**src/rtl/svp_div_cell.sv**
```systemverilog
`timescale 1ns / 1ps
// One restoring division step: one quotient bit at a fixed weight.
module svp_div_cell #(
  parameter int W  = 64,
  parameter int DW = 48,
  parameter int QW = 16,
  parameter int B  = 0
) (
  input  logic          clk,
  input  logic          en,
  input  logic [W-1:0]  rem_in,
  input  logic [DW-1:0] dvs_in,
  input  logic [QW-1:0] q_in,
  output logic [W-1:0]  rem_out,
  output logic [DW-1:0] dvs_out,
  output logic [QW-1:0] q_out
);

  logic [W-1:0] dsh;

  assign dsh = W'(dvs_in) << B;

  always_ff @(posedge clk) begin
    if (en) begin
      dvs_out <= dvs_in;
      if (rem_in >= dsh) begin
        rem_out <= rem_in - dsh;
        q_out   <= {q_in[QW-2:0], 1'b1};
      end else begin
        rem_out <= rem_in;
        q_out   <= {q_in[QW-2:0], 1'b0};
      end
    end
  end

endmodule

```
**config.mk**
```make
export PLATFORM = sky130hd
export DESIGN_NAME = svp_div_cell
export DESIGN_NICKNAME = d
export VERILOG_FILES = /design/src/rtl/svp_div_cell.sv
export SDC_FILE = /design/constraint.sdc
export NUM_CORES = 1
export LEC_CHECK = 0
export ABC_AREA = 1
export BUFFER_PORTS_ARGS = -buffer_cell sky130_fd_sc_hd__buf_2
export CELL_PAD_IN_SITES_DETAIL_PLACEMENT = 0
export CELL_PAD_IN_SITES_GLOBAL_PLACEMENT = 1
export CORE_MARGIN = 3
export CORE_UTILIZATION = 41
export CTS_CLUSTER_DIAMETER = 40
export CTS_CLUSTER_SIZE = 10
export DETAILED_ROUTE_END_ITERATION = 8
export HOLD_SLACK_MARGIN = 0.12
export PLACE_DENSITY = 0.95
export SYNTH_ARGS = -nofsm -noshare
export SYNTH_HDL_FRONTEND = slang
export SYNTH_SLANG_ARGS = --single-unit
```
**constraint.sdc**
```tcl
create_clock -name clk -period 5.4 [get_ports clk]
set_clock_uncertainty 0.1 [all_clocks]
set_input_delay 1.08 -clock clk [delete_from_list [all_inputs] [get_ports clk]]
set_output_delay 1.08 -clock clk [all_outputs]
set_load 0.005 [all_outputs]
```
======== After elaboration in Yosys (flattened, before gate mapping) ========
Cells that the tools add are included.
operators by class
  divide/modulo/power cells ............... 0
  reductions and logical operators ........ 0
  muxes and demuxes ....................... 2
  shift-type cells ........................ 0
  multiply operators ...................... 0
  equal/unequal tests ..................... 0
  $lt $le $gt $ge ......................... 1
  add/sub/neg operators ................... 1
  bitwise gates (word level) .............. 0
operator list
  kind              count
  $ge A64 B48 Y1    1
  $mux W64          1
  $sub A64 B48 Y64  1
  $mux W1           1
word-level totals
  bits in writable memories ............... 0
  latch bits .............................. 0
  memories ................................ 0
  flip-flop bits (word level) ............. 128
  input bits .............................. 130
  bits in read-only memories .............. 0

======== Longest topological paths before layout ========
Gate-level depths: netlist of run 1.
  word-level depth ........................ 2
  gate-level depth with buffers ........... 16

======== Worst setup path after synthesis of run 1 ========
Ideal clock, no wire load.
  kind .................................... input -> register
  start ................................... input rem_in[0]
  end ..................................... register rem_out[3], data pin
  buffers on the path ..................... 1
  data required time ...................... 5.043 ns
  data arrival time ....................... 2.767 ns
  stages on the path ...................... 16
  setup slack ............................. 2.275 ns
  path through ............................ inv_1 ha_1 fa_1 inv_1 nand3_1 nand3_2 nand2_1 nand2_2 nand2_1 nand2_1 nand2_4 nand3_4 nor2_8 buf_6 nand2_2 o21ai_2
between the ends
  cells in the longest elaborated chain, start to end .. 2
RTL lines
  what                                                       line    RTL
  from (decl)                                                11      input logic [W-1:0] rem_in,
  $sub A64 B48 Y64 / $ge A64 B48 Y1 (equally long branches)  27, 26
  $mux W64 (*)                                               26      if (rem_in >= dsh) begin
  to (signal assigned)                                       27      rem_out <= rem_in - dsh;
  to (signal assigned)                                       30      rem_out <= rem_in;
  to (decl)                                                  14      output logic [W-1:0] rem_out,
Mark *: on every way between the ends. The rest lies on a longest branch, timed or not.
A chain may end at the register's enable or synchronous reset.

======== Worst setup path in the final report of run 1 ========
  start ................................... input rem_in[0]
  end ..................................... register rem_out[23], data pin
Same word-level chain as after synthesis.

==> summary.txt, run 1 <==
Run status
  • Status: complete, no violations

STA
  • Final Hold Vio Count: 0
  • Hold Slack: between 0.7 and 0.8 ns
  • Final WS setup: between 1.5 and 2 ns
  • Slew margin rel.: about two fifths
  • Final period utilization: roughly two thirds
  • Max Fclk: about 280 MHz
  • Max Slew Vio Count: 0
  • RSZ-0062 raised after global routing: no
  • TNS Setup: 0 ns
  • Slew @ Worst Pin: 0.9135 ns
  • Final setup fails: 0
  • Tmin final: approximately 3.6 ns

Hold path
  • Min-Delay Startpoint: q_in[12]
  • Hold Path Class: input pin to flop
  • Hold depth: 1
  • Hold path endpoint: q_out[13]

Drt
  • Routed WL: around 33,000 um
  • Via density: between 4 and 5
  • Via count: a little under 10,000
  • ANT nets after route: 0
  • Initial DRC count: 642
  • Post-route DRC: 0
  • Drt pass-1 iters: 5
  • WL/cell: approximately 15 um

CTS
  • PostCTS Resize Cnt: 0
  • TritonCTS buffer count: 17
  • H-tree depth: 4
  • Setup bufs post-CTS: 0
  • CTS tree: yes
  • Root Buffer Master: clkbuf_16
  • Clk pin slew, worst setup/hold paths: roughly 0.060 ns
  • Cts-stage hold buffer count: 0
  • CTS Sinks: 128
  • CTS max path bufs: 2

Synth
  • Seq/Total Area, Yosys: 37.82%
  • Synth Warn #: 0
  • Mapped Area: about 0.010 mm2
  • Synth area leader: edfxtp_1
  • Compound-Gate Fraction of Synth Area: under 10%
  • Synth Area in Simple Gates: between 30% and 40%
  • Multiplexer area fraction after synthesis: 0%
  • Post-synth EDFFs: around 130
  • Syn avg cell area: 6.758 um2
  • Area contributors post-synth: edfxtp_1 (38%), nand2_1 (23%), inv_1 (13%), ha_1 (5.9%), nor2_1 (4.2%)
  • Yosys cell types: 35
  • Main combinational cell family by area after synthesis: simple AND/OR/NAND/NOR gates
  • Adder-cell share of the synthesized area: 6.106%
  • FFs w/ async S/R, synth: 0%
  • Post-Syn Nets: 1,683
  • Post-synth top area share: a little under two fifths
  • Predominant post-synthesis flop cell: edfxtp_1
  • Cell count after synthesis: between 1,500 and 2,000
  • Yosys reg bits: 128
  • XOR/XNOR share of the synthesized area: 2.671%

Worst setup path
  • Slowest cell on the critical path: nor2_8
  • Required time of the critical path: roughly 5.5 ns
  • Crit path cell chain: buf_2 -> inv_1 -> ha_1 -> fa_1 -> inv_1 -> nand3_1 -> nand3_2 -> nand2_1 -> nand2_2 -> nand2_1 -> nand2_1 -> nand2_4 -> nand3_4 -> nor2_8 -> buf_12 -> o21ai_1
  • WP buf/inv: 4
  • Crit. End Element: flop
  • Critical Path Start: rem_in[0]
  • Critical path class: input pin to flop
  • Startpoint type of the worst setup path: input pin
  • Crit path DAT: approximately 3.7 ns
  • Crit Path Max Fanout: 43
  • Critical path's largest stage delay: 0.60 ns
  • Critical path's top delay family: simple AND/OR/NAND/NOR gates
  • Most frequent CP cell: nand2_1

Floorplanning
  • Chip Width: 163.4 um
  • Die area: 0.02671 mm2
  • Ports: 258
  • CORE AREA: 0.02389 mm2
  • Initial Utilization: 42.54%
  • Row count: between 50 and 60
  • Die Ht: roughly 160 um

Finish
  • Fillers: between 2,000 and 2,500
  • Antenna Cells: 0
  • Ratio of cells with drive above 1 in the final layout: about a fifth
  • Final nets: between 1,500 and 2,000
  • Final instance area: between 0.01 and 0.015 mm2
  • Area added between synthesis and finish: 20.95%

Global route
  • GR Util met1: approximately a third
  • GRT Util Overall: 24.38%
  • First-pass GRT wire length: 49,290 um
  • Most Used Layer, Global Route: met2
  • Grt met2 use: between 30% and 40%
  • Largest net degree at the start of global routing: approximately 100
  • Met3 Usage GRT: between 3 and 4%
  • GRT overflow: 0
  • Initial antenna violation count: 0
  • Vias in the first global route: 9,125

Placed design
  • I/O Buffers: 256
  • Area after DPL: approximately 0.012 mm2
  • Place WS: between 1 and 1.5 ns
  • Dpl hpwl: roughly 27,000 um
  • Placer congestion estimate: 0.9475

Power
  • PD cells: around 260 mW/mm2
  • Lkg Pwr: approximately 7 nW
  • Pwr Total: approximately 3.2 mW
  • Max VDD drop: around 170 uV

Run
  • Max capacitance violation total: 0
-- layout by cell type (no fill, tap or decap), drive strengths merged --
cell type,n
a21boi,1
a21oi,27
and2,3
and3,2
buf,258
clkbuf,18
clkinv,4
clkinvlp,6
edfxtp,128
fa,1
ha,48
inv,360
nand2,641
nand3,54
nand3b,18
nand4,14
nor2,120
nor3,10
nor3b,1
nor4,1
o21a,1
o21ai,34
o21bai,2
xnor2,24
xor2,7
-- synth_stat cells (4+ instances only) --
| master | n |
|---|---|
| o21ai_1 | 7 |
| o21ai_2 | 20 |
| edfxtp_1 | 128 |
| nand2_1 | 628 |
| a21oi_1 | 25 |
| nor2_2 | 4 |
| nor2_1 | 114 |
| nor3_1 | 10 |
| nand4_1 | 13 |
| xnor2_1 | 24 |
| nand3_1 | 52 |
| buf_6 | 11 |
| nand2_2 | 12 |
| ha_1 | 48 |
| nand3b_1 | 18 |
| o21ai_0 | 7 |
| xor2_1 | 7 |
| inv_1 | 355 |
-- how the worst max path moves through the flow --
stage	end	cells past startpoint
finish	rem_out[23]	16
global placement	rem_out[26]	16
floorplan	rem_out[3]	16
global route	rem_out[23]	16
CTS	rem_out[23]	16
detailed placement	rem_out[23]	16
-- per-stage QoR --
stage | utilization [%] | std cells
final | 51.45 | 2102
after global routing | 51.45 | 2102
after CTS | 51.45 | 2102
after detailed placement | 49.19 | 2070
after global placement | 49.19 | 2070
after floorplan | - | 1504
-- where the power goes --
part | total (mW) | internal [mW] | switching (mW)
clock network | 1.10 | 0.593 | 0.503
logic | 0.818 | 0.307 | 0.510
registers | 1.25 | 1.23 | 0.0232
total | 3.17 | 2.13 | 1.04
-- state kept, by name (all words and copies together) (netlist names) --
| register | count |
|---|---|
| rem_out | 64 |
| dvs_out | 48 |
| q_out | 16 |
-- layer usage --
metal,wire length [um],vias up
met5,0,-
met1,15370,4356
met3,1725,42
li1,-,5080
met4,725,0
met2,14690,266
-- cells by family after synthesis --
group,after synthesis
adders and majority gates,49
AOI/OAI and AO/OA,65
xor gates and xnor gates,31
buffers and inverters,367
DFF,128
and+or+nand+nor,864
-- cell type report --
type	count	area [um2]	share of cell area, %
Multi-Input combinational cell	1009	4860	39.53
Sequential cell	128	3844	31.27
Inverter	356	1336	10.87
Timing Repair Buffer	258	1315	10.70
Clock buffer	18	429.2	3.491
Tap cell	319	399.1	3.247
Clock inverter	14	110.1	0.8957
Note: power is estimated with default switching activity, not from simulation.
==> run 2: changes to the inputs <==
Settings changed: CORE_UTILIZATION 41 to 34, PLACE_DENSITY 0.95 to 0.85.
Clock period 5.4 ns to 2.9 ns, I/O delays scaled along.
==> run 2 against run 1 <==
Against the previous run: wire length is 7.8% higher; largest cell class unchanged; highest routed layer unchanged; critical path depth stayed put; total power increased by 98%; critical endpoint is now rem_out[42]; core utilization decreased by 4.5 points.
==> summary.txt, run 2 (same netlist as run 1, synthesis figures left out) <==
CTS
  • H-tree depth: 4
  • CTS Sinks: 128
  • Cts-stage hold buffer count: 0
  • TritonCTS buffer count: 17
  • PostCTS Resize Cnt: 0
  • CTS max path bufs: 2
  • Clk pin slew, worst setup/hold paths: about 0.060 ns
  • Setup bufs post-CTS: 0
  • CTS tree: yes
  • Root Buffer Master: clkbuf_16

Finish
  • Area added between synthesis and finish: 34.29%
  • Ratio of cells with drive above 1 in the final layout: between 20% and 30%
  • Max reg flops: 64
  • Final nets: approximately 2,100
  • Antenna Cells: 0
  • Fillers: a little over 3,000
  • Commonest cells after routing, fill and taps aside: nand2_1 (628), inv_1 (355), buf_2 (255)
  • Commonest non-fill, non-tap cell in the layout: nand2_1
  • Largest Register: rem_out
  • Largest regs: rem_out x64, dvs_out x48, q_out x16

STA
  • Max Slew Vio Count: 0
  • Final WS setup: approximately 0.33 ns
  • Slew margin rel.: 67.54%
  • Slew @ Worst Pin: about 0.48 ns
  • Final Hold Vio Count: 0
  • Max Fclk: approximately 390 MHz
  • RSZ-0062 raised after global routing: no
  • Tmin final: roughly 2.6 ns
  • Final setup fails: 0
  • Final period utilization: 88.53%

Power
  • Max VDD drop: 278.7 uV
  • Lkg Pwr: around 7.6 nW
  • Pwr Total: 6.258 mW
  • PD cells: 458.5 mW/mm2

Drt
  • Via density: around 4.4
  • Routed WL: about 35,000 um
  • Post-route DRC: 0
  • ANT nets after route: 0
  • Via count: roughly 10,000
  • WL/cell: about 15 um
  • Drt pass-1 iters: 5
  • Initial DRC count: 562

Worst setup path
  • Most frequent CP cell: nand2_1
  • Worst Setup EP: rem_out[42]
  • Crit Path Max Fanout: 14
  • Critical path's largest stage delay: between 0.4 and 0.5 ns
  • Required time of the critical path: just over 3 ns
  • Crit. End Element: flop
  • Critical Path Start: rem_in[0]
  • Critical path class: input pin to flop
  • Crit path DAT: 2.76 ns
  • Crit path cell chain: buf_2 -> inv_1 -> ha_1 -> fa_1 -> inv_1 -> nand3_1 -> nand3_2 -> nand2_1 -> nand2_2 -> nand2_1 -> nand2_1 -> nand2_4 -> nand4_4 -> buf_4 -> nand3_1 -> nand2_1
  • Startpoint type of the worst setup path: input pin
  • Slowest cell on the critical path: fa_1

Global route
  • First-pass GRT wire length: ~53,000 um
  • Largest net degree at the start of global routing: roughly 50
  • Vias in the first global route: between 9,000 and 10,000
  • GRT Util Overall: a little over a fifth
  • GRT overflow: 0
  • Initial antenna violation count: 0

Floorplanning
  • Row count: between 60 and 70
  • Die area: about 0.032 mm2
  • CORE AREA: 0.02909 mm2
  • Die Ht: 178.9 um
  • Ports: 258
  • Initial Utilization: between 30% and 40%
  • Chip Width: between 150 and 200 um

Run status
  • Status: complete, no violations

Placed design
  • Place WS: -0.08358 ns
  • Placer congestion estimate: approximately 0.9
  • I/O Buffers: ~260
  • Dpl hpwl: roughly 30,000 um

Hold path
  • Hold depth: 1
  • Hold Path Class: input pin to flop

Run
  • Max capacitance violation total: 0
-- run 2: cell count changes in the layout (fill, tap and decap cells not counted) --
| cell | previous run | this run |
|---|---|---|
| clkinv_1 | 0 | 1 |
| clkinv_4 | 2 | 0 |
| buf_4 | 1 | 147 |
| clkinvlp_4 | 6 | 1 |
| inv_8 | 1 | 0 |
| inv_6 | 3 | 0 |
| buf_12 | 1 | 9 |
| bufinv_16 | 0 | 3 |
| clkbuf_1 | 1 | 4 |
| clkinv_2 | 2 | 3 |
-- run 2: metal layers --
| metal | vias to the layer above | share of wire, % | global-route usage (%) |
|---|---|---|---|
| met3 | 23 | 5.3 | 3.283 |
| met1 | 4520 | 47 | 30.63 |
| met5 | - | 0 | 0 |
| met4 | 0 | 1.3 | 4.838 |
| li1 | 5385 | - | - |
| met2 | 248 | 46 | 36.14 |
-- run 2: final cells by class --
cell class,instances,area [um2],share of cell area (%)
multi-input cells,1009,4860,35.61
well taps,384,480.5,3.520
clock inverters,8,116.4,0.8526
inverters,356,1336,9.791
clock buffers,21,440.4,3.227
repair buffers,412,2571,18.84
flip-flops and latches,128,3844,28.16
-- run 2: how the worst min path moves through the flow --
stage	slack (ns)	end	startpoint
6_report	0.23	q_out[6]	q_in[5]
3_5_place_dp	0.66	q_out[3]	q_in[2]
5_1_grt	0.21	q_out[14]	q_in[13]
2_1_floorplan	0.58	dvs_out[0]	dvs_in[0]
4_1_cts	0.21	q_out[9]	q_in[8]
3_3_place_gp	0.66	q_out[9]	q_in[8]
-- run 2: critical path, delay by kind of cell --
family                   cells  cell delay [ns]
adder cells (fa/ha/maj)      2             0.63
buffers and inverters        4             0.45
AND/OR/NAND/NOR             10             1.11
-- run 2: per-stage QoR --
| stage | TNS (ns) | hold WS (ns) | cells | instance area (um2) | utilization (%) |
|---|---|---|---|---|---|
| 3_5_place_dp | -1.218 | 0.6583 | 2289 | 13090 | 45.00 |
| 4_1_cts | 0 | 0.2138 | 2318 | 13650 | 46.92 |
| 6_report | 0 | 0.2287 | 2318 | 13650 | 46.92 |
| 2_1_floorplan | 0 | 0.5789 | 1504 | 10160 | - |
| 5_1_grt | 0 | 0.2139 | 2318 | 13650 | 46.92 |
| 3_3_place_gp | -0.9247 | 0.6573 | 2289 | 13090 | 45.00 |
-- run 2: report_power, final --
group	leakage, nW	internal [mW]	switching, mW
clock network	0.270	1.33	0.815
registers	1.25	2.29	0.0464
logic	6.09	0.765	1.01
total	7.61	4.38	1.87
