File: src/rtl/svp_pkg.sv
`timescale 1ns / 1ps
// Shared types, widths and tables for the sprite view projection pipeline.
package svp_pkg;

  // CORDIC step count and unity-gain start vector (Q14)
  localparam int CORDIC_STEPS = 14;
  localparam int UNIT_X0      = 9949;

  // Arctangent table in binary-angle units, one entry per CORDIC step
  localparam logic [13:0] ARC_TABLE [CORDIC_STEPS] = '{
    14'd8192, 14'd4836, 14'd2555, 14'd1297, 14'd651, 14'd326, 14'd163,
    14'd81, 14'd41, 14'd20, 14'd10, 14'd5, 14'd3, 14'd1
  };

  // Datapath widths
  localparam int VEC_W      = 27;  // vectoring x/y, differences scaled by 256
  localparam int ROT_W      = 17;  // rotation x/y in Q14, z in binary-angle units
  localparam int ROOT_TOP   = 32;  // first trial bit exponent of the square root
  localparam int ROOT_CELLS = 17;
  localparam int SIZE_Q     = 16;  // size quotient bits
  localparam int TERM_Q     = 20;  // column tangent quotient bits
  localparam int DIV1_W     = 64;
  localparam int DIV1_DW    = 48;
  localparam int DIV2_W     = 53;
  localparam int DIV2_DW    = 33;

  // Column tangent term limit
  localparam logic [19:0] BIG_TERM = 20'd1000000;

  // Configuration register indexes
  localparam logic REG_FIELD_OF_VIEW = 1'b0;
  localparam logic REG_VIEW_MARGIN   = 1'b1;

  // Vectoring CORDIC state
  typedef struct packed {
    logic signed [VEC_W-1:0] x;
    logic signed [VEC_W-1:0] y;
    logic        [15:0]      z;
  } vec_t;

  // Rotation CORDIC state
  typedef struct packed {
    logic signed [ROT_W-1:0] x;
    logic signed [ROT_W-1:0] y;
    logic signed [ROT_W-1:0] z;
  } rot_t;

  // Square root state: remainder and partial root
  typedef struct packed {
    logic [32:0] v;
    logic [33:0] r;
  } root_t;

  // Saturate to 16 bits signed
  function automatic logic [15:0] sat16(input logic signed [23:0] v);
    logic [15:0] res;
    if (v > 24'sd32767) begin
      res = 16'h7FFF;
    end else if (v < -24'sd32768) begin
      res = 16'h8000;
    end else begin
      res = v[15:0];
    end
    return res;
  endfunction

endpackage

File: src/rtl/svp_root_cell.sv
`timescale 1ns / 1ps
// One digit of the integer square root: trial subtract at a fixed bit pair.
module svp_root_cell #(
  parameter int IDX = 0
) (
  input  logic           clk,
  input  logic           en,
  input  svp_pkg::root_t din,
  output svp_pkg::root_t dout
);
  import svp_pkg::*;

  localparam int SH = ROOT_TOP - 2 * IDX;

  logic [33:0] bit_v;
  logic [33:0] trial;

  assign bit_v = 34'(1) << SH;
  assign trial = din.r + bit_v;

  always_ff @(posedge clk) begin
    if (en) begin
      if ({1'b0, din.v} >= trial) begin
        dout.v <= din.v - trial[32:0];
        dout.r <= (din.r >> 1) + bit_v;
      end else begin
        dout.v <= din.v;
        dout.r <= din.r >> 1;
      end
    end
  end

endmodule

File: config.mk
export PLATFORM = sky130hd
export DESIGN_NAME = svp_root_cell
export DESIGN_NICKNAME = d
export VERILOG_FILES = /design/src/rtl/svp_pkg.sv /design/src/rtl/svp_root_cell.sv
export SDC_FILE = /design/constraint.sdc
export NUM_CORES = 1
export LEC_CHECK = 0
export BUFFER_PORTS_ARGS = -buffer_cell sky130_fd_sc_hd__buf_2
export CORE_MARGIN = 1
export CORE_UTILIZATION = 55
export DETAILED_ROUTE_END_ITERATION = 8
export HOLD_SLACK_MARGIN = 0.12
export PLACE_DENSITY_LB_ADDON = 0.1
export SYNTH_ARGS = -nofsm -noshare
export SYNTH_HDL_FRONTEND = slang
export SYNTH_SLANG_ARGS = --single-unit
File: constraint.sdc
create_clock -name clk -period 9.65 [get_ports clk]
set_input_delay 1.93 -clock clk [delete_from_list [all_inputs] [get_ports clk]]
set_output_delay 1.93 -clock clk [all_outputs]
set_load 0.02 [all_outputs]
-- After elaboration in Yosys (flattened, before gate mapping)
Cells that the tools add are included.
- register bits: 67
- input port bits: 69
- output and inout bits: 67
- word-level logic and storage cells: 8
- $add $sub $neg: 3
- magnitude comparators: 1
- muxes and demuxes: 1
- operators by type and width (operator ; number):
    67-bit two-way mux ; 1
    33-bit by 33-bit adder with 34-bit output, second input constant ; 1
    34-bit by 33-bit adder with 34-bit output, second input constant ; 1
    33-bit by 34-bit >= comparator with 1-bit output ; 1
    33-bit subtractor ; 1

-- Depth between registers and ports, before layout
Gate-level depths: netlist (run 1).
- depth in word-level cells: 3
- gate-level depth with buffers: 13
- depth with buffers taken out: 12

-- Least setup slack after synthesis (run 1)
No wires, ideal clock.
- path type: input -> register
- from: in din[34] (netlist bit)
- to: reg dout[39] (netlist bit), data pin
- setup time: 0.260 ns
- data arrival time: 4.311 ns
- required time: 9.390 ns
- path slack: 5.079 ns
- cell stages on the path: 13
- path buffers: 1
- cell sequence: inv_1 -> ha_1 -> inv_1 -> fa_1 -> a21o_1 -> a21oi_2 -> o21ai_2 -> a2111oi_2 -> nor3_2 -> o21ai_2 -> o21ai_4 -> buf_6 -> mux2_4
- word-level cells in the longest chain between the ends: 2
- elaborated cells between the ends (all ways): 3
- those cells by class: add/sub: 1; order compare: 1; mux: 1
- ends and longest elaborated chain (item ; line ; RTL):
    start: declaration ; svp_root_cell.sv:8 ; input svp_pkg::root_t din,
    33-bit subtractor or 33-bit by 34-bit >= comparator with 1-bit output (tied branches) ; svp_root_cell.sv:24, svp_root_cell.sv:23 ;
    67-bit two-way mux * ; svp_root_cell.sv:23 ; if ({1'b0, din.v} >= trial) begin
    end: declaration ; svp_root_cell.sv:9 ; output svp_pkg::root_t dout
Mark *: on every way between the ends. The rest lies on a longest branch, timed or not.
A chain may end at the register's enable or synchronous reset.

-- Worst setup path after layout (run 1)
- from: in din[34] (netlist bit)
- to: reg dout[52] (netlist bit), data pin
Same word-level chain as after synthesis.

==> results by group, run 1 <==
Run status
  • Status: complete, no violations

STA
  • Final setup TNS: 0 ns
  • Final Max Slew Viols: 0
  • Relative slew slack: 0.506
  • Slew at the pin closest to its max-slew limit: 0.738 ns
  • Period utilization: 0.504
  • RSZ-0062 raised after global routing: no
  • Setup violations, final: 0
  • Fmax: 0.206 GHz
  • Final min period: 4.86 ns
  • Hold Fails Final Rpt: 0

Layout
  • P&R area growth vs syn: 21.0%
  • Area of the multi-input gates: 2280 um2
  • Fillers: 636
  • Fin util: 0.698
  • Nets@finish: 646
  • Most flops, register: dout
  • Fin cells: 649
  • Max reg flops: 67
  • Share of cells above drive strength 1: 0.355
  • Finished layout cell area: 5480 um2
  • Antenna cells: 0
  • Register Area: 2010 um2
  • Biggest regs: dout (67)

CTS
  • Cts bufs inserted: 9
  • Post-CTS Resized: 0
  • Cts hold-fix bufs: 0
  • CTS tree: done
  • Post-CTS Setup Bufs: 0
  • Worst-path clk slew: 0.08 ns
  • H-tree Lvls: 3
  • Clk buf depth: 2
  • Root Buffer: clkbuf_8
  • Clk sinks: 67

Setup path
  • Req. time, crit path: 9.76 ns
  • CP max FO: 20
  • WS Path Type: primary input to flop
  • Setup crit start kind: primary input
  • Crit path DAT: 4.98 ns
  • Crit. End Element: flop

Global routing
  • Largest net degree at the start of global routing: 45
  • Final global-route overflow total: 0
  • Vias in the first global route: 3503
  • First-pass GRT wire length: 16600 um
  • All-Layer GR Usage: 0.249
  • Antenna violations before repair: 1

Route
  • DRT Pass-1 Iters: 4
  • Vias: 3650
  • WL per Instance: 15.6 um
  • Antenna Nets Post-Route: 0
  • Routed vias/inst: 5.62
  • Residual DRC: 0
  • DR iter-0 viols: 189
  • Routed WL: 10100 um

Synthesis
  • Top cells by area, synth: edfxtp_1 (44%), ha_1 (9.1%), mux2_4 (9.0%), a21oi_1 (3.8%), inv_1 (3.6%)
  • Ys async rst share: 0
  • Mapped Area: 4530 um2
  • Syn Area/Cell: 11.1 um2
  • Largest area contributor in the netlist: edfxtp_1
  • Syn Nets: 510
  • Register area share after synthesis: 0.444
  • Primary FF master, synth: edfxtp_1
  • Number of synthesized flops with an enable pin: 67
  • Syn Inst Count: 407
  • Synth Register Bits: 67
  • Synth cell types: 53
  • Syn. warnings: 0
  • Yosys top cell area share: 0.444

Pwr
  • Leak pwr: 2.52 nW
  • Total Power: 890 uW
  • Pwr per Cell Area: 162 nW/um2
  • Maximum VDD drop: 0.0900 mV

Place
  • RePlAce Congestion: 0.884
  • # port buffers: 135
  • DP Cell Count: 634
  • Dpl cell area: 5270 um2
  • Detailed placer's ending HPWL: 7540 um

Die
  • Die area: 8600 um2
  • I/O Pins: 136
  • Initial Util: 0.577
  • Core Area: 7850 um2
  • Die W: 92.7 um
  • Die Height: 92.7 um
  • Num rows: 32

Hold path
  • Hold path endpoint: dout[4]
  • Hold path depth: 1
  • Worst Hold Class: primary input to flop
  • Hold Startpoint: din[5]

Flow run
  • # Max-Cap Violations: 0
## layer usage
layer  global-route usage  wire length (um)  share of wire
met5                    0                 0              0
met4                0.117               202          0.020
met3               0.0476               660          0.065
met2                0.399              4760           0.47
met1                0.326              4490           0.44
## synth_stat cells, drive strengths merged (2+ instances only)
cell type / n
clkbuf: 5
inv: 44
nand3: 9
nand4: 9
and3: 3
nand2: 21
o21bai: 4
a211oi: 2
o211ai: 5
nand3b: 2
and4: 3
buf: 7
a21boi: 2
nor2b: 4
a21o: 16
mux2: 32
nor3: 10
ha: 33
a31oi: 5
nand2b: 3
xor2: 12
edfxtp: 67
o21ai: 21
a21oi: 35
nor2: 14
xnor2: 16
a2111oi: 2
a31o: 2
o21a: 5
## worst max-delay path by stage
stage | startpoint | endpoint | slack [ns] | depth (start not counted)
final | din[34] | dout[52] | 4.79 | 14
after global routing | din[34] | dout[52] | 4.57 | 14
after CTS | din[34] | dout[52] | 4.78 | 14
after detailed placement | din[34] | dout[52] | 4.41 | 14
after global placement | din[34] | dout[52] | 4.49 | 14
after floorplan | din[34] | dout[39] | 5.08 | 13
## power by group
group	internal [mW]	total, mW	switching (mW)	leakage (nW)
Combinational	0.114	0.268	0.154	1.77
Sequential	0.356	0.363	0.00726	0.656
Clock	0.143	0.258	0.115	0.0960
## cells by family (layout without fill, tap and decap cells)
kind of cell | count (synthesis) | in the layout | share of synthesized area
AO/OA/AOI/OAI | 107 | 107 | 0.156
AND/OR/NAND/NOR | 82 | 82 | 0.0928
flip-flops | 67 | 67 | 0.444
buffers and inverters | 56 | 196 | 0.0525
adder cells (fa/ha/maj) | 34 | 34 | 0.0956
multiplexers | 33 | 33 | 0.104
XOR/XNOR | 28 | 28 | 0.0542
## area by class of cell
type | count | share of cell area
well taps | 102 | 0.0233
inverters | 44 | 0.0301
flip-flops and latches | 67 | 0.367
clock buffers | 10 | 0.0233
multi-input cells | 284 | 0.416
repair buffers | 137 | 0.126
clock inverters | 5 | 0.0144
## metrics by stage
stage                     hold WS, ns  worst slack (ns)
after floorplan                  2.03              5.08
after global placement           2.12              4.49
after detailed placement         2.12              4.41
after CTS                        1.75              4.78
after global routing             1.75              4.57
final                            1.76              4.79
## critical path, cell delays in order
cell	delay, ns
buf_2	0.10
inv_1	0.06
ha_1	0.15
inv_1	0.05
fa_1	0.40
a21o_1	0.22
a21oi_2	0.28
o21ai_2	0.12
a2111oi_2	0.42
nor3_2	0.09
o21ai_2	0.24
o21ai_4	0.24
buf_4	0.32
mux2_4	0.34
## cell usage in the layout, fill, tap and decap left out, types with 3 or more instances in the layout
cell type and n:
inv_1 44, a31oi_1 5, mux2_4 27, nand2_1 21
xnor2_1 16, o21a_1 5, o211ai_1 5, o21bai_1 4
a21o_1 16, nand2b_1 3, nor2b_1 4, mux2_2 5
nand4_1 9, xor2_1 12, nor3_1 9, clkbuf_8 9
buf_2 135, a21oi_1 34, o21ai_0 16, and4_1 3
and3_1 3, nand3_1 9, edfxtp_1 67, nor2_1 14
ha_1 33
(Power assumes the default switching activity.)
==> run 2: changes to the inputs <==
- CORE_UTILIZATION: 55 -> 53
- clock period: 9.65 -> 4.67 ns (I/O delays scaled with it)
==> run 2 against run 1 <==
  * Critical path type unchanged
  * Sequential cell count did not move
  * Core utilization fell by 3.9 points
  * Clock power rose by 66%
  * Sequential power rose by 110%
  * Highest routed layer unchanged
  * Combinational power rose by 110%
  * Via count barely moved
  * Critical path depth fell by 2
  * Power rose by 95%
  * Worst setup slack got worse by 4.1 ns
  * Largest power group unchanged
  * Non-clock buffer count did not move
  * Largest cell class unchanged
==> results by group, run 2 (synthesis results as in run 1) <==
CTS
  • Root Buffer: clkbuf_8
  • Worst-path clk slew: 0.08 ns (about the same)
  • Cts hold-fix bufs: 0 (unchanged)
  • H-tree Lvls: 3 (unchanged)
  • Post-CTS Setup Bufs: 0 (unchanged)
  • Cts bufs inserted: 9 (unchanged)
  • Clk buf depth: 2 (unchanged)
  • Post-CTS Resized: 0 (unchanged)
  • CTS tree: done
  • Clk sinks: 67 (unchanged)

Die
  • Num rows: 33 (+3.1%)
  • Die area: 8920 um2 (+3.7%)
  • Initial Util: 0.548 (-0.0287)
  • I/O Pins: 136 (unchanged)
  • Die Height: 94.4 um (+1.8%)
  • Core Area: 8260 um2 (+5.2%)
  • Die W: 94.4 um (+1.8%)

STA
  • Fmax: 0.250 GHz
  • Slew at the pin closest to its max-slew limit: 1.11 ns (+0.376 ns)
  • Relative slew slack: 0.257 (-0.249)
  • Setup violations, final: 0 (unchanged)
  • Period utilization: 0.855
  • Final min period: 3.99 ns
  • Hold WS: 0.763 ns (-0.998 ns)
  • Final setup TNS: 0 ns (unchanged)
  • RSZ-0062 raised after global routing: no
  • Hold Fails Final Rpt: 0 (unchanged)
  • Final Max Slew Viols: 0 (unchanged)

Layout
  • Fin util: 0.659 (-0.0394)
  • Biggest regs: dout (67)
  • Most frequent cells in the layout: buf_2 (135), edfxtp_1 (67), inv_1 (44)
  • Nets@finish: 646 (unchanged)
  • Share of cells above drive strength 1: 0.354 (-0.000647)
  • P&R area growth vs syn: 20.2%
  • Max reg flops: 67 (unchanged)
  • Fin cells: 654 (+0.77%)
  • Most flops, register: dout
  • Most common cell after layout, fill and taps aside: buf_2

Setup path
  • Largest stage delay on the critical path: 0.81 ns (+0.39 ns)
  • Critical path's most frequent cell: o21ai_2
  • Crit-path cells: buf_2 > inv_1 > ha_1 > and3_1 > nand3_1 > o21ai_2 > a2111oi_2 > nor3_2 > o21ai_2 > o21ai_4 > buf_4 > mux2_4
  • Worst path top cell family by delay: compound AO/OA/AOI/OAI gates
  • CP max FO: 24 (+20%)
  • WS Path Type: primary input to flop
  • Crit path DAT: 4.10 ns (-0.88 ns)
  • Setup crit start kind: primary input
  • Slowest CP cell: o21ai_4
  • Req. time, crit path: 4.78 ns (-4.98 ns)
  • Crit. End Element: flop
  • CP Buf/Inv Count: 3 (-1)

Route
  • Antenna Nets Post-Route: 0 (unchanged)
  • WL per Instance: 15.7 um (+0.82%)
  • Routed WL: 10300 um (+1.6%)
  • Residual DRC: 0 (unchanged)
  • DRT Pass-1 Iters: 5 (+1)
  • Routed vias/inst: 5.58 (-0.74%)
  • DR iter-0 viols: 173 (-8.5%)
  • Vias: 3651 (+0.027%)

Pwr
  • Maximum VDD drop: 0.206 mV (+130%)
  • Gate power share: 0.321 (+0.020)
  • Int Pwr: 1.16 mW (+89%)
  • Clk pwr share: 0.247 (-0.043)
  • Leak pwr: 2.51 nW (-0.61%)
  • Switch Pwr: 571 uW (+110%)
  • Sequential group share of total power: 0.433 (+0.025)
  • Pwr per Cell Area: 319 nW/um2 (+96%)
  • Net switching fraction of the power: 0.329 (+0.0187)

Hold path
  • Worst Hold Class: primary input to flop

Global routing
  • Largest net degree at the start of global routing: 49 (+8.9%)
  • All-Layer GR Usage: 0.237 (-0.0121)
  • Antenna violations before repair: 1 (unchanged)
  • Final global-route overflow total: 0 (unchanged)
  • First-pass GRT wire length: 16200 um (-2.6%)
  • Vias in the first global route: 3509 (+0.17%)

Place
  • Detailed placer's ending HPWL: 7630 um (+1.2%)
  • RePlAce Congestion: 0.897 (+1.6%)
  • DP Cell Count: 637 (+0.47%)
  • # port buffers: 135 (unchanged)

Flow run
  • # Max-Cap Violations: 0 (unchanged)

Run status
  • Status: complete, no violations
-- run 2: final cells by class --
class	instances	area, um2
fill	694	2820
clock inverter	5	30.0
multi-input combinational	284	2280
tap	105	131
clock buffer	11	131
sequential	67	2010
antenna	1	2.50
timing repair buffer	137	691
inverter	44	165
-- run 2: worst paths after layout --
| check | start | endpoint | slack (ns) | cells past startpoint |
|---|---|---|---|---|
| worst max-delay path | din[8] | dout[52] | 0.68 | 12 |
| worst min-delay path | din[27] | dout[26] | 0.76 | 1 |
-- run 2: power by group through the flow --
stage	sequential, mW	combinational [mW]	clock (mW)
floorplan	0.846	0.311	0
global placement	0.763	0.540	0
detailed placement	0.764	0.550	0
CTS	0.751	0.555	0.433
global route	0.756	0.605	0.456
finish	0.750	0.556	0.427
-- run 2: layer usage --
layer	vias to the layer above	wire, um	share of wire	track usage
li1	1781	-	-	-
met1	1703	4490	0.44	0.312
met2	154	4880	0.48	0.385
met3	13	795	0.077	0.0596
met4	0	107	0.010	0.0692
met5	-	0	0	0
-- run 2: stage by stage --
stage	total power, mW	cell area [um2]	setup WS (ns)
2_1_floorplan	1.16	4530	1.09
3_3_place_gp	1.30	5280	0.440
3_5_place_dp	1.31	5280	0.308
4_1_cts	1.74	5440	0.654
5_1_grt	1.82	5440	0.481
6_report	1.73	5440	0.678
