File: config.mk
export PLATFORM = sky130hd
export DESIGN_NAME = svp_vec_cell
export DESIGN_NICKNAME = d
export VERILOG_FILES = /design/src/rtl/svp_pkg.sv /design/src/rtl/svp_vec_cell.sv
export SDC_FILE = /design/constraint.sdc
export NUM_CORES = 1
export LEC_CHECK = 0
export ABC_AREA = 1
export ABC_CLOCK_PERIOD_IN_PS = 5200
export BUFFER_PORTS_ARGS = -buffer_cell sky130_fd_sc_hd__buf_2
export CAP_MARGIN = 30
export CORE_AREA = 2 2 141 143
export DETAILED_ROUTE_END_ITERATION = 16
export DIE_AREA = 0 0 143 145
export RECOVER_POWER = 50
export SLEW_MARGIN = 25
export SYNTH_ARGS = -nofsm -noshare
export SYNTH_HDL_FRONTEND = slang
export SYNTH_SLANG_ARGS = --single-unit
export TNS_END_PERCENT = 5
File: constraint.sdc
create_clock -name clk -period 5.2 [get_ports clk]
set_clock_uncertainty 0.05 [all_clocks]
set_input_delay 0.52 -clock clk [delete_from_list [all_inputs] [get_ports clk]]
set_output_delay 0.52 -clock clk [all_outputs]
set_load 0.01 [all_outputs]
File: src/rtl/svp_pkg.sv
`timescale 1ns / 1ps
// Shared types, widths and tables for the sprite view projection pipeline.
package svp_pkg;

  // CORDIC step count and unity-gain start vector (Q14)
  localparam int CORDIC_STEPS = 14;
  localparam int UNIT_X0      = 9949;

  // Arctangent table in binary-angle units, one entry per CORDIC step
  localparam logic [13:0] ARC_TABLE [CORDIC_STEPS] = '{
    14'd8192, 14'd4836, 14'd2555, 14'd1297, 14'd651, 14'd326, 14'd163,
    14'd81, 14'd41, 14'd20, 14'd10, 14'd5, 14'd3, 14'd1
  };

  // Datapath widths
  localparam int VEC_W      = 27;  // vectoring x/y, differences scaled by 256
  localparam int ROT_W      = 17;  // rotation x/y in Q14, z in binary-angle units
  localparam int ROOT_TOP   = 32;  // first trial bit exponent of the square root
  localparam int ROOT_CELLS = 17;
  localparam int SIZE_Q     = 16;  // size quotient bits
  localparam int TERM_Q     = 20;  // column tangent quotient bits
  localparam int DIV1_W     = 64;
  localparam int DIV1_DW    = 48;
  localparam int DIV2_W     = 53;
  localparam int DIV2_DW    = 33;

  // Column tangent term limit
  localparam logic [19:0] BIG_TERM = 20'd1000000;

  // Configuration register indexes
  localparam logic REG_FIELD_OF_VIEW = 1'b0;
  localparam logic REG_VIEW_MARGIN   = 1'b1;

  // Vectoring CORDIC state
  typedef struct packed {
    logic signed [VEC_W-1:0] x;
    logic signed [VEC_W-1:0] y;
    logic        [15:0]      z;
  } vec_t;

  // Rotation CORDIC state
  typedef struct packed {
    logic signed [ROT_W-1:0] x;
    logic signed [ROT_W-1:0] y;
    logic signed [ROT_W-1:0] z;
  } rot_t;

  // Square root state: remainder and partial root
  typedef struct packed {
    logic [32:0] v;
    logic [33:0] r;
  } root_t;

  // Saturate to 16 bits signed
  function automatic logic [15:0] sat16(input logic signed [23:0] v);
    logic [15:0] res;
    if (v > 24'sd32767) begin
      res = 16'h7FFF;
    end else if (v < -24'sd32768) begin
      res = 16'h8000;
    end else begin
      res = v[15:0];
    end
    return res;
  endfunction

endpackage

File: src/rtl/svp_vec_cell.sv
`timescale 1ns / 1ps
// One vectoring CORDIC step: rotates the vector toward the x axis, sums the angle.
module svp_vec_cell #(
  parameter int IDX = 0
) (
  input  logic          clk,
  input  logic          en,
  input  svp_pkg::vec_t din,
  output svp_pkg::vec_t dout
);
  import svp_pkg::*;

  logic signed [VEC_W-1:0] xs;
  logic signed [VEC_W-1:0] ys;
  logic        [15:0]      step;

  assign xs   = din.x >>> IDX;
  assign ys   = din.y >>> IDX;
  assign step = 16'(ARC_TABLE[IDX]);

  // y above zero turns clockwise, otherwise counterclockwise
  always_ff @(posedge clk) begin
    if (en) begin
      if (din.y > 0) begin
        dout.x <= din.x + ys;
        dout.y <= din.y - xs;
        dout.z <= din.z + step;
      end else begin
        dout.x <= din.x - ys;
        dout.y <= din.y + xs;
        dout.z <= din.z - step;
      end
    end
  end

endmodule

; Word-level counts from Yosys, hierarchy flattened
; Cells that the tools add are included.
[classes]
n_addsub = 5
multipliers = 0
div = 0
n_lt_le_gt_ge = 1
n_eq_ne = 0
n_shift = 0
mux = 1
bitwise_logic = 0
n_reduce_logical = 0
[ops]
columns = cell, n
row1 = $mux 70, 1
row2 = $sub 27x27->27, 2
row3 = $add 27x27->27, 1
row4 = $gt 27x1->1 const B, 1
row5 = $add 16x14->16 const B, 1
row6 = $sub 16x14->16 const B, 1
[totals]
reg_bits = 70
latch_bits = 0
ramBits = 0
rom_bits = 0
input_bits = 72
n_memories = 0

; Depth between registers and ports, before layout
; Gate-level depths: netlist of the first run.
[logic_depth]
depth_word = 2
depth_mapped = 16
mapped_depth_nobuf = 15

; Worst setup path before layout of the first run
; No wires, ideal clock.
[synth_path]
path_kind = input -> register
start = input port din[17] (netlist name)
end = register dout[15] (netlist name) (data pin)
setup_time_ns = 0.254
t_arrival_ns = 1.975
required_time_ns = 4.896
path_slack_ns = 2.921
stages = 11
path_buffers = 2
path_cell_list = inv_1 > nand4_1 > nor3_1 > nand3_1 > nand2_2 > buf_4 > buf_2 > fa_1 > xor2_1 > xnor2_1 > inv_1
[synth_between]
elab_chain_cells = 2
[synth_rtl]
columns = element, line_no
row1 = from (decl), svp_vec_cell.sv:8  ; input svp_pkg::vec_t din,
row2 = $gt 27x1->1, svp_vec_cell.sv:24  ; if (din.y > 0) begin
row3 = $mux 70, svp_vec_cell.sv:24
row4 = to (decl), svp_vec_cell.sv:9  ; output svp_pkg::vec_t dout
; No other way between the ends.
; A chain may end at the register's enable or synchronous reset.

; Worst setup path after layout of the first run
[layout_path]
start = input port en
end = register dout[67] (netlist name), enable pin
[layout_lines]
columns = element, line_no
row1 = from (decl), svp_vec_cell.sv:7  ; input logic en,
; No word-level cell between the ends.

==> metrics.yaml, run 1 <==
status: "finished, violations left"
violations: "max-capacitance violations, max-slew violations"
busiest_layer: "met2"
grt_usage_pct: 26.6
ioPinCount: 142
fin_crit_sh_pct: 67.8
crit_path_frequent_cell: "clkbuf_1"
drtIter0Drc: 725
avgSynthCellArea_um2: 6.54
synth.area.top_cells: "edfxtp_1 25%, nand2_1 18%, ha_1 13%"
synth-seq-area-share_pct: 25.5
drcViolationCount: 0
routabilityCongestion: 0.920
critical_path_class: "primary input to flop"
min_path_type: "primary input to flop"
worst_ep_arrival_time_ns: 3.35
setup_viol: 0
largest_registers: "dout: 69 flops"
hold_viol: 0
synth-simple-area-share_pct: 33.9
die_w_um: 143
num_vias: 8401
path_clk_slew_ns: 0.06
cts_hold_buf: 0
io_buffers: 141
core_um2: 19200
final_util_pct: 47.6
synthCells: 1244
p_leak_uw: 0.00475
synth-compound-area-share_pct: 10.4
path_buf_inv: 2
cts_made_buffers: 9
diodes: 0
start_kind: "primary input"
synth_area_leader_cell: "edfxtp_1"
postRouteAntennaNets: 0
synth_xor_area_share_pct: 3.66
first_pass_iters: 6
hold_path_startpoint: "din[2]"
ys_ff_latch: 69
tightest_slew_ns: 3.45
cts_sinks: 69
crit_start: "en"
syn-cell-area_um2: 8130
start_util_pct: 42.3
dp_hpwl_um: 23400
multi_input_area_um2: 5060
drive_above_1_share_pct: 7.89
synth_top_family_by_area: "simple AND/OR/NAND/NOR gates"
finalNetCount: 1527
worst_path_max_delay_cell: "clkbuf_1"
viasPerCell: 5.14
fillers: 2073
finalSetupTns_ns: 0
slew_violations: 65
area_growth_pct: 12.4
relSlewSlack_pct: -130
synth_fp_nets: 1407
crit_required_ns: 5.03
yosysWarningCount: 0
synth_cell_types: 35
largest_reg_flops: 69
min_period_ns: 3.53
grt_pass1_wl_um: 41900
grt_start_max_net_pins: 65
clock.fmax_ghz: 0.284
critical-path-top-delay-family: "buffers and inverters"
wire_per_inst_um: 16.9
grt_use_met3_pct: 3.23
post_cts_resized: 0
clockBufferDepth: 2
synth_fa_ha_area_share_pct: 14.4
seqCellArea_um2: 2070
grt_overflow: 0
worst-path-max-fanout: 64
drt-total-wl_um: 27700
worst_ir_drop_vdd_mv: 0.134
first_global_vias: 7678
cts_setup_buffers: 0
gr-usage-met2_pct: 40.5
crit_path_max_incr_delay_ns: 2.46
grt_antenna_before_repair: 0
rsz0062_at_grt: "false"
cts.htree.levels: 3
synth_top_area_share_pct: 25.5
rows: 51
endpoint_kind: "flop"
regMostFlops: "dout"
maxCapViolCount: 1
die_area_um2: 20700
synthMuxAreaShare_pct: 0
die_height_um: 145
met1_usage_pct: 39.6
cts_tree: "yes"
power_density_nw_per_um2: 238
worstPathCellList: "clkbuf_1 -> clkbuf_1"
cts_root_buf: "clkbuf_16"
==> power breakdown <==
part | total (µW) | internal, µW | switching, µW
sequential | 733 | 710 | 23.0
combinational | 856 | 264 | 592
clock | 589 | 324 | 265
==> per-stage QoR <==
stage | worst slack [ns] | std cells | area, µm² | power [µW] | hold WS [ns]
detailed placement | 2.32 | 1618 | 8960 | 1600 | 0.648
global route | 1.38 | 1634 | 9140 | 2310 | 0.300
global placement | 2.32 | 1618 | 8960 | 1600 | 0.646
finish | 1.67 | 1634 | 9140 | 2180 | 0.301
floorplan | 2.92 | 1244 | 8130 | 1310 | 0.569
CTS | 2.68 | 1634 | 9240 | 2190 | 0.302
==> kinds of logic after synthesis <==
group                      after synthesis
buffers and inverters                  240
xor gates and xnor gates                34
DFF                                     69
AOI/OAI and AO/OA                      156
and+or+nand+nor                        654
adders and majority gates               91
==> worst paths after layout <==
| check | endpoint | slack (ns) | cells after the start |
|---|---|---|---|
| max | dout[67] | 1.67 | 2 |
| min | dout[2] | 0.30 | 1 |
==> layer usage <==
metal | wire length [µm] | part of all wire, %
met1 | 13200 | 48
met2 | 11700 | 42
met3 | 2030 | 7.3
met4 | 711 | 2.6
met5 | 0 | 0
==> synthesized netlist by cell type <==
cell type	instances
buf_4	13
nand3b_1	1
nor4_1	1
o21ai_1	9
inv_2	6
nor2_2	7
buf_6	4
and3_1	2
nor3_2	1
xor2_1	29
nand3_1	118
and2_1	2
clkbuf_1	3
o21ai_0	48
a21boi_1	1
nor2b_1	3
a21oi_4	1
a21oi_1	78
inv_1	200
nand2_2	4
edfxtp_1	69
a31oi_1	3
o21bai_2	1
nor3_1	6
o21bai_1	13
buf_2	14
nand2_1	391
a21boi_0	1
xnor2_1	5
a21oi_2	1
nor2_1	86
nand3_2	2
fa_1	4
ha_1	87
nand4_1	30
==> final cells by class <==
type | instances | area share (%)
timing repair buffer | 143 | 6.86
tap | 265 | 3.63
sequential | 69 | 22.7
multi-input combinational | 935 | 55.4
clock inverter | 7 | 0.534
inverter | 206 | 8.46
clock buffer | 9 | 2.46
==> placed cells by master, fill, tap and decap left out, drive strengths merged <==
cell type	Yosys	layout
clkinvlp	0	3
fa	4	4
a21boi	2	2
nor2	93	93
nand4	30	30
nor3	7	7
nor4	1	1
buf	31	70
xor2	29	29
o21bai	14	14
a21oi	80	80
nand2	395	395
clkbuf	3	82
nand3b	1	1
nor2b	3	3
and3	2	2
clkinv	0	2
ha	87	87
xnor2	5	5
o21ai	57	57
inv	206	208
a31oi	3	3
nand3	120	120
and2	2	2
edfxtp	69	69
No activity file was read; power rests on OpenSTA's default activity.
==> run 2: changes to the inputs <==
--- a/config.mk
+++ b/config.mk
@@ -6,12 +6,13 @@
 export NUM_CORES = 1
 export LEC_CHECK = 0
 export ABC_AREA = 1
-export ABC_CLOCK_PERIOD_IN_PS = 5200
+export ABC_CLOCK_PERIOD_IN_PS = 2900
 export BUFFER_PORTS_ARGS = -buffer_cell sky130_fd_sc_hd__buf_2
 export CAP_MARGIN = 30
 export CORE_AREA = 2 2 141 143
 export DETAILED_ROUTE_END_ITERATION = 16
 export DIE_AREA = 0 0 143 145
+export PLACE_DENSITY = 0.66
 export RECOVER_POWER = 50
 export SLEW_MARGIN = 25
 export SYNTH_ARGS = -nofsm -noshare
==> constraint.sdc (replaced) <==
create_clock -name clk -period 2.9 [get_ports clk]
set_clock_uncertainty 0.05 [all_clocks]
set_input_delay 0.29 -clock clk [delete_from_list [all_inputs] [get_ports clk]]
set_output_delay 0.29 -clock clk [all_outputs]
set_load 0.01 [all_outputs]
==> run 2 against run 1 <==
Compared with the run above:
- the run now ends clean
- routed wire length shrank 0.23%
- sequential cell count is the same
- worst hold slack lost 0.23 ns
- largest cell class unchanged
==> metrics.yaml, run 2 (synthesis results as in run 1) <==
drtIter0Drc: 773  # was 725
cts_tree: "yes"  # unchanged
fin_area_um2: 9300  # was 9140 µm²
critical_path_class: "primary input to flop"  # unchanged
tightest_slew_ns: 1.29  # was 3.45 ns
diodes: 0  # unchanged
cts_hold_buf: 0  # unchanged
largest_registers: "dout: 69 flops"  # unchanged
slew_violations: 0  # was 65
viasPerCell: 5.12  # was 5.14
num_vias: 8438  # was 8,401
p_int_uw: 2430  # was 1300 µW
cts_setup_buffers: 0  # unchanged
swShare_pct: 39.2  # was 40.4%
relSlewSlack_pct: 13.9  # was -130%
grt_usage_pct: 26.7  # was 26.6%
largest_reg_flops: 69  # unchanged
p_leak_uw: 0.00486  # was 0.00475 µW
postRouteAntennaNets: 0  # unchanged
post_cts_resized: 0  # unchanged
die_w_um: 143  # unchanged
first_global_vias: 7870  # was 7,678
grt_pass1_wl_um: 42600  # was 41,900 µm
dpl_cell_area_um2: 9090  # was 8960 µm²
setup_viol: 0  # unchanged
rows: 51  # unchanged
cts.htree.levels: 3  # unchanged
crit_path_frequent_cell: "nand2_1"  # was clkbuf_1
wire_per_inst_um: 16.8  # was 16.9 µm
min_period_ns: 2.40
crit_required_ns: 2.94  # was 5.03 ns
worstPathCellList: "buf_2 -> inv_1 -> ha_1 -> nand2_1 -> nor2_1 -> nand2_1 -> nand3_1 -> nand2_1 -> nand2_1 -> nand2_1 -> nand3_1 -> nand2_1 -> nand3_1 -> nand2_1"  # was clkbuf_1 -> clkbuf_1
area_growth_pct: 14.4  # was 12.4%
drive_above_1_share_pct: 9.33  # was 7.89%
pwr-share-seq_pct: 32.7  # was 33.7%
p_comb_share_pct: 39.3  # about the same
maxCapViolCount: 0  # was 1
power_switching_uw: 1570  # was 880 µW
fin_hold_ws_ns: 0.0741  # was 0.301 ns
start_util_pct: 42.3  # unchanged
worst-path-max-fanout: 11  # was 64
fin_crit_sh_pct: 82.7
die_height_um: 145  # unchanged
power_density_nw_per_um2: 431  # was 238 nW/µm²
cts_made_buffers: 9  # unchanged
crit_path_max_incr_delay_ns: 0.55  # was 2.46 ns
status: "completed"  # was finished, violations left
rsz0062_at_grt: "false"  # unchanged
fin_ws_ns: 0.500  # was 1.67 ns
regMostFlops: "dout"  # unchanged
grt_start_max_net_pins: 27  # was 65
drt-total-wl_um: 27600  # was 27,700 µm
critical-path-top-delay-family: "simple AND/OR/NAND/NOR gates"  # was buffers and inverters
first_pass_iters: 6  # unchanged
hold_viol: 0  # unchanged
grt_antenna_before_repair: 1  # was 0
endpoint_kind: "flop"  # unchanged
worst_ir_drop_vdd_mv: 0.257  # was 0.134 mV
io_buffers: 141  # unchanged
core_um2: 19200  # unchanged
worst_path_max_delay_cell: "ha_1"  # was clkbuf_1
ioPinCount: 142  # unchanged
path_clk_slew_ns: 0.06  # about the same
finalSetupTns_ns: 0  # unchanged
grt_overflow: 0  # unchanged
final_cells: 1648  # was 1,634
dp_hpwl_um: 23500  # was 23,400 µm
dp.cells: 1632  # was 1,618
cts_root_buf: "clkbuf_16"  # unchanged
pre_cts_slack_ns: 0.206  # was 2.32 ns
cts_sinks: 69  # unchanged
clockBufferDepth: 2  # unchanged
worst_ep_arrival_time_ns: 2.44  # was 3.35 ns
drcViolationCount: 0  # unchanged
layout_commonest_cell: "nand2_1"  # unchanged
clkPwrFrac_pct: 28.0  # was 27.1%
die_area_um2: 20700  # unchanged
start_kind: "primary input"  # unchanged
mostFrequentLayoutCells: "391 x nand2_1, 200 x inv_1, 118 x nand3_1"  # unchanged
finalNetCount: 1541  # was 1,527
clock.fmax_ghz: 0.417
min_path_type: "primary input to flop"  # unchanged
routabilityCongestion: 0.969  # was 0.920
path_buf_inv: 2  # unchanged
[run 2: cell count changes in the layout (fill, tap and decap cells not counted), moves of 2 or more]
cell / previous run / this run
buf_12: 0 / 2
clkbuf_1: 73 / 65
buf_2: 69 / 78
clkinvlp_4: 3 / 1
buf_4: 1 / 13
[run 2: worst paths after layout]
check                    from        to  slack (ns)  cells past startpoint
worst max-delay path  din[20]  dout[69]        0.50                     14
worst min-delay path   din[5]   dout[5]        0.07                      1
[run 2: power groups by stage]
stage / registers, µW / logic (µW) / clock network, µW
after floorplan: 1400 / 946 / 0
after global placement: 1320 / 1570 / 0
after detailed placement: 1330 / 1570 / 0
after CTS: 1310 / 1580 / 1140
after global routing: 1320 / 1750 / 1160
final: 1310 / 1570 / 1120
[run 2: stage by stage]
stage,total power (µW),util [%]
5_1_grt,4230,48.4
3_5_place_dp,2900,47.3
3_3_place_gp,2890,47.3
4_1_cts,4020,48.9
2_1_floorplan,2340,-
6_report,4000,48.4
[run 2: cell type report]
type                            count  area (µm²)
Sequential cell                    69        2070
Clock buffer                       10         229
Clock inverter                      6        62.6
Tap cell                          265         332
Fill cell                        2115        9910
Inverter                          206         773
Timing Repair Buffer              157         768
Multi-Input combinational cell    935        5060
[run 2: metal layers]
| metal | global-route usage (%) | routed length [µm] | vias up |
|---|---|---|---|
| met3 | 2.38 | 1810 | 21 |
| met4 | 5.40 | 410 | 0 |
| met5 | 0 | 0 | - |
| li1 | - | - | 4242 |
| met1 | 39.1 | 13000 | 3852 |
| met2 | 42.8 | 12400 | 323 |
==> run 3: changes to the inputs <==
--- a/config.mk
+++ b/config.mk
@@ -5,14 +5,14 @@
 export SDC_FILE = /design/constraint.sdc
 export NUM_CORES = 1
 export LEC_CHECK = 0
-export ABC_AREA = 1
-export ABC_CLOCK_PERIOD_IN_PS = 2900
+export ABC_AREA = 0
+export ABC_CLOCK_PERIOD_IN_PS = 2000
 export BUFFER_PORTS_ARGS = -buffer_cell sky130_fd_sc_hd__buf_2
 export CAP_MARGIN = 30
-export CORE_AREA = 2 2 141 143
+export CORE_AREA = 2 2 127 129
 export DETAILED_ROUTE_END_ITERATION = 16
-export DIE_AREA = 0 0 143 145
-export PLACE_DENSITY = 0.66
+export DIE_AREA = 0 0 129 131
+export PLACE_DENSITY = 0.67
 export RECOVER_POWER = 50
 export SLEW_MARGIN = 25
 export SYNTH_ARGS = -nofsm -noshare
==> constraint.sdc (replaced) <==
create_clock -name clk -period 2 [get_ports clk]
set_clock_uncertainty 0.05 [all_clocks]
set_input_delay 0.2 -clock clk [delete_from_list [all_inputs] [get_ports clk]]
set_output_delay 0.2 -clock clk [all_outputs]
set_load 0.01 [all_outputs]
==> run 3 against run 2 <==
Compared with the run above:
- the flow now finishes with violations (max-capacitance violations, max-slew violations, negative setup slack)
- core utilization rose by 20 points
- final cell count is 16% lower
- clock-buffer cell count is the same
- global-route usage is 0.76 points lower
- total power rose by 66%
- sequential power increased by 49%
- first-iteration DRC count fell by 19%
- synthesized area is 20% lower
- non-clock buffer count increased by 284
- critical path type unchanged
- largest cell class unchanged
- largest power group unchanged
- highest routed layer unchanged
==> metrics.yaml, run 3 <==
drtIter0Drc: 627  # was 773
finalNetCount: 1322  # was 1,541
yosysMostFrequentCell: "a21oi_1"  # was nand2_1
crit_path_frequent_cell: "buf_6"  # was nand2_1
drive_above_1_share_pct: 47.6  # was 9.33%
yosys-top-cells-count: "91 x a21oi_1, 87 x ha_1, 77 x inv_1, 73 x nor2_1, 69 x edfxtp_1"  # was 391 x nand2_1, 200 x inv_1, 118 x nand3_1, 87 x ha_1, 86 x nor2_1
largest_registers: "dout: 69 flops"  # unchanged
first_pass_iters: 5  # was 6
power_density_nw_per_um2: 620  # was 431 nW/µm²
drt-total-wl_um: 22100  # was 27,600 µm
postRouteAntennaNets: 0  # unchanged
grt_pass1_wl_um: 34000  # was 42,600 µm
ys_ff_latch: 69  # unchanged
start_util_pct: 41.8  # was 42.3%
yosysWarningCount: 0  # unchanged
min_path_type: "primary input to flop"  # unchanged
cts_root_buf: "clkbuf_16"  # unchanged
cts.htree.levels: 3  # unchanged
clockBufferDepth: 2  # unchanged
tightest_slew_ns: 1.66  # was 1.29 ns
largest_reg_flops: 69  # unchanged
status: "finished, violations left"  # was completed
synth_area_leader_cell: "edfxtp_1"  # unchanged
layout_commonest_cell: "buf_4"  # was nand2_1
die_area_um2: 16900  # was 20,700 µm²
synth_cell_types: 68  # was 35
synth_top_area_share_pct: 31.7  # was 25.5%
grt_usage_pct: 25.9  # was 26.7%
endpoint_kind: "flop"  # unchanged
final_util_pct: 68.8  # was 48.4%
core_um2: 15600  # was 19,200 µm²
die_height_um: 131  # was 145 µm
clock.fmax_ghz: 0.395
synth-seq-area-share_pct: 31.7  # was 25.5%
relSlewSlack_pct: -10.7  # was 13.9%
cts_tree: "yes"  # unchanged
first_global_vias: 6589  # was 7,870
viasPerCell: 5.06  # was 5.12
area_growth_pct: 64.4  # was 14.4%
final_cells: 1380  # was 1,648
cts_made_buffers: 9  # unchanged
violations: "max-capacitance violations, max-slew violations, negative setup slack"
synth.area.top_cells: "edfxtp_1 32%, ha_1 17%, a21oi_1 7.0%"  # was edfxtp_1 25%, nand2_1 18%, ha_1 13%
rows: 46  # was 51
p_leak_uw: 0.00504  # was 0.00486 µW
die_w_um: 129  # was 143 µm
worst_path_max_delay_cell: "a221o_2"  # was ha_1
min_period_ns: 2.53
worst_ep_arrival_time_ns: 2.55  # was 2.44 ns
regMostFlops: "dout"  # unchanged
syn-cell-area_um2: 6530  # was 8130 µm²
slew_violations: 70  # was 0
finalSetupTns_ns: -9.99  # was 0 ns
worstHoldPathCells: 2  # was 1
setup_viol: 31  # was 0
drcViolationCount: 0  # unchanged
synthCells: 740  # was 1,244
critical_path_class: "primary input to flop"  # unchanged
crit_path_max_incr_delay_ns: 0.47  # was 0.55 ns
hold_viol: 0  # unchanged
worstPathCellList: "buf_6 -> buf_6 -> ha_4 -> or2_1 -> o211ai_1 -> nand3_1 -> a21oi_2 -> o21ai_2 -> a221o_2 -> a41oi_4 -> o32ai_2 -> xnor2_1"  # was buf_2 -> inv_1 -> ha_1 -> nand2_1 -> nor2_1 -> nand2_1 -> nand3_1 -> nand2_1 -> nand2_1 -> nand2_1 -> nand3_1 -> nand2_1 -> nand3_1 -> nand2_1
fin_hold_ws_ns: 0.0935  # was 0.0741 ns
wire_per_inst_um: 16.0  # was 16.8 µm
mostFrequentLayoutCells: "274 x buf_4, 132 x buf_2, 76 x a21oi_1"  # was 391 x nand2_1, 200 x inv_1, 118 x nand3_1
diodes: 0  # unchanged
ioPinCount: 142  # unchanged
worst-path-max-fanout: 6  # was 11
maxCapViolCount: 1  # was 0
fin_ws_ns: -0.533  # was 0.500 ns
worst_ir_drop_vdd_mv: 0.553  # was 0.257 mV
fin_crit_sh_pct: 127
rsz0062_at_grt: "true"  # was false
synth_fp_nets: 903  # was 1,407
grt_antenna_before_repair: 0  # was 1
path_clk_slew_ns: 0.05  # was 0.06 ns
ys.flop_type: "edfxtp_1"  # unchanged
dp_hpwl_um: 17900  # was 23,500 µm
crit_required_ns: 2.02  # was 2.94 ns
avgSynthCellArea_um2: 8.82  # was 6.54 µm²
grt_overflow: 0  # unchanged
synth-edff-count: 69  # unchanged
num_vias: 6981  # was 8,438
grt_start_max_net_pins: 70  # was 27
cts_sinks: 69  # unchanged
p_total_uw: 6650  # was 4000 µW
routabilityCongestion: 0.970  # was 0.969
async_flop_share_pct: 0  # unchanged
start_kind: "primary input"  # unchanged
io_buffers: 141  # unchanged
dp.cells: 1339  # was 1,632
-- run 3: cell types whose count changed after synthesis, moves of 10 or more --
| cell | previous run | this run |
|---|---|---|
| a21o_1 | 0 | 14 |
| a21oi_1 | 78 | 91 |
| clkbuf_1 | 3 | 13 |
| inv_1 | 200 | 77 |
| mux2i_1 | 0 | 12 |
| nand2_1 | 391 | 36 |
| nand3_1 | 118 | 8 |
| nand4_1 | 30 | 9 |
| nor2_1 | 86 | 73 |
| nor4_1 | 1 | 12 |
| xnor2_1 | 5 | 47 |
| xor2_1 | 29 | 6 |
-- run 3: where the power goes --
part | switching, µW | internal, µW
sequential | 58.4 | 1890
combinational | 1490 | 1420
clock | 569 | 1220
-- run 3: metrics by stage --
step	instance area [µm²]	setup WS [ns]
3_3_place_gp	9490	-1.13
6_report	10700	-0.533
4_1_cts	10500	-0.430
5_1_grt	10700	-0.660
2_1_floorplan	6530	-0.524
3_5_place_dp	9490	-1.04
-- run 3: area by class of cell --
cell class,count,area (µm²)
fill,1266,4860
multi-input combinational,556,4620
timing repair buffer,441,3120
sequential,69,2070
inverter,82,308
tap,216,270
clock buffer,10,229
clock inverter,6,111
-- run 3: critical path: cells and delay by family --
| kind | cells | cell delay, ns |
|---|---|---|
| buffers and inverters | 2 | 0.21 |
| adder cells (fa/ha/maj) | 1 | 0.17 |
| AO/OA/AOI/OAI | 6 | 1.45 |
| XOR/XNOR | 1 | 0.13 |
| AND/OR/NAND/NOR | 2 | 0.38 |
-- run 3: kinds of logic after synthesis --
| group | after synthesis | synth area share [%] |
|---|---|---|
| multiplexers | 12 | 1.84 |
| AO/OA/AOI/OAI | 230 | 22.4 |
| XOR/XNOR | 53 | 7.11 |
| flip-flops | 69 | 31.7 |
| AND/OR/NAND/NOR | 170 | 12.0 |
| buffers and inverters | 115 | 7.05 |
| adder cells (fa/ha/maj) | 91 | 17.9 |
-- run 3: repair_timing --
item	in CTS	in global routing
hold endpoints to repair	13	0
endpoints found under the setup margin	51	51
hold buffers	13	0
resized for setup	97	55
pin swaps	37	28
buffers inserted	9	3
-- run 3: final timing paths --
| path | start | end | slack [ns] |
|---|---|---|---|
| setup / recovery | din[18] | dout[42] | -0.53 |
| hold / removal | din[13] | dout[13] | 0.09 |
-- run 3: metal layers --
metal / global-route usage, % / vias to the layer above / routed length (µm)
li1: - / 3452 / -
met1: 39.7 / 3201 / 10700
met2: 38.5 / 292 / 9350
met3: 3.42 / 36 / 1640
met4: 6.14 / 0 / 396
met5: 0 / - / 0
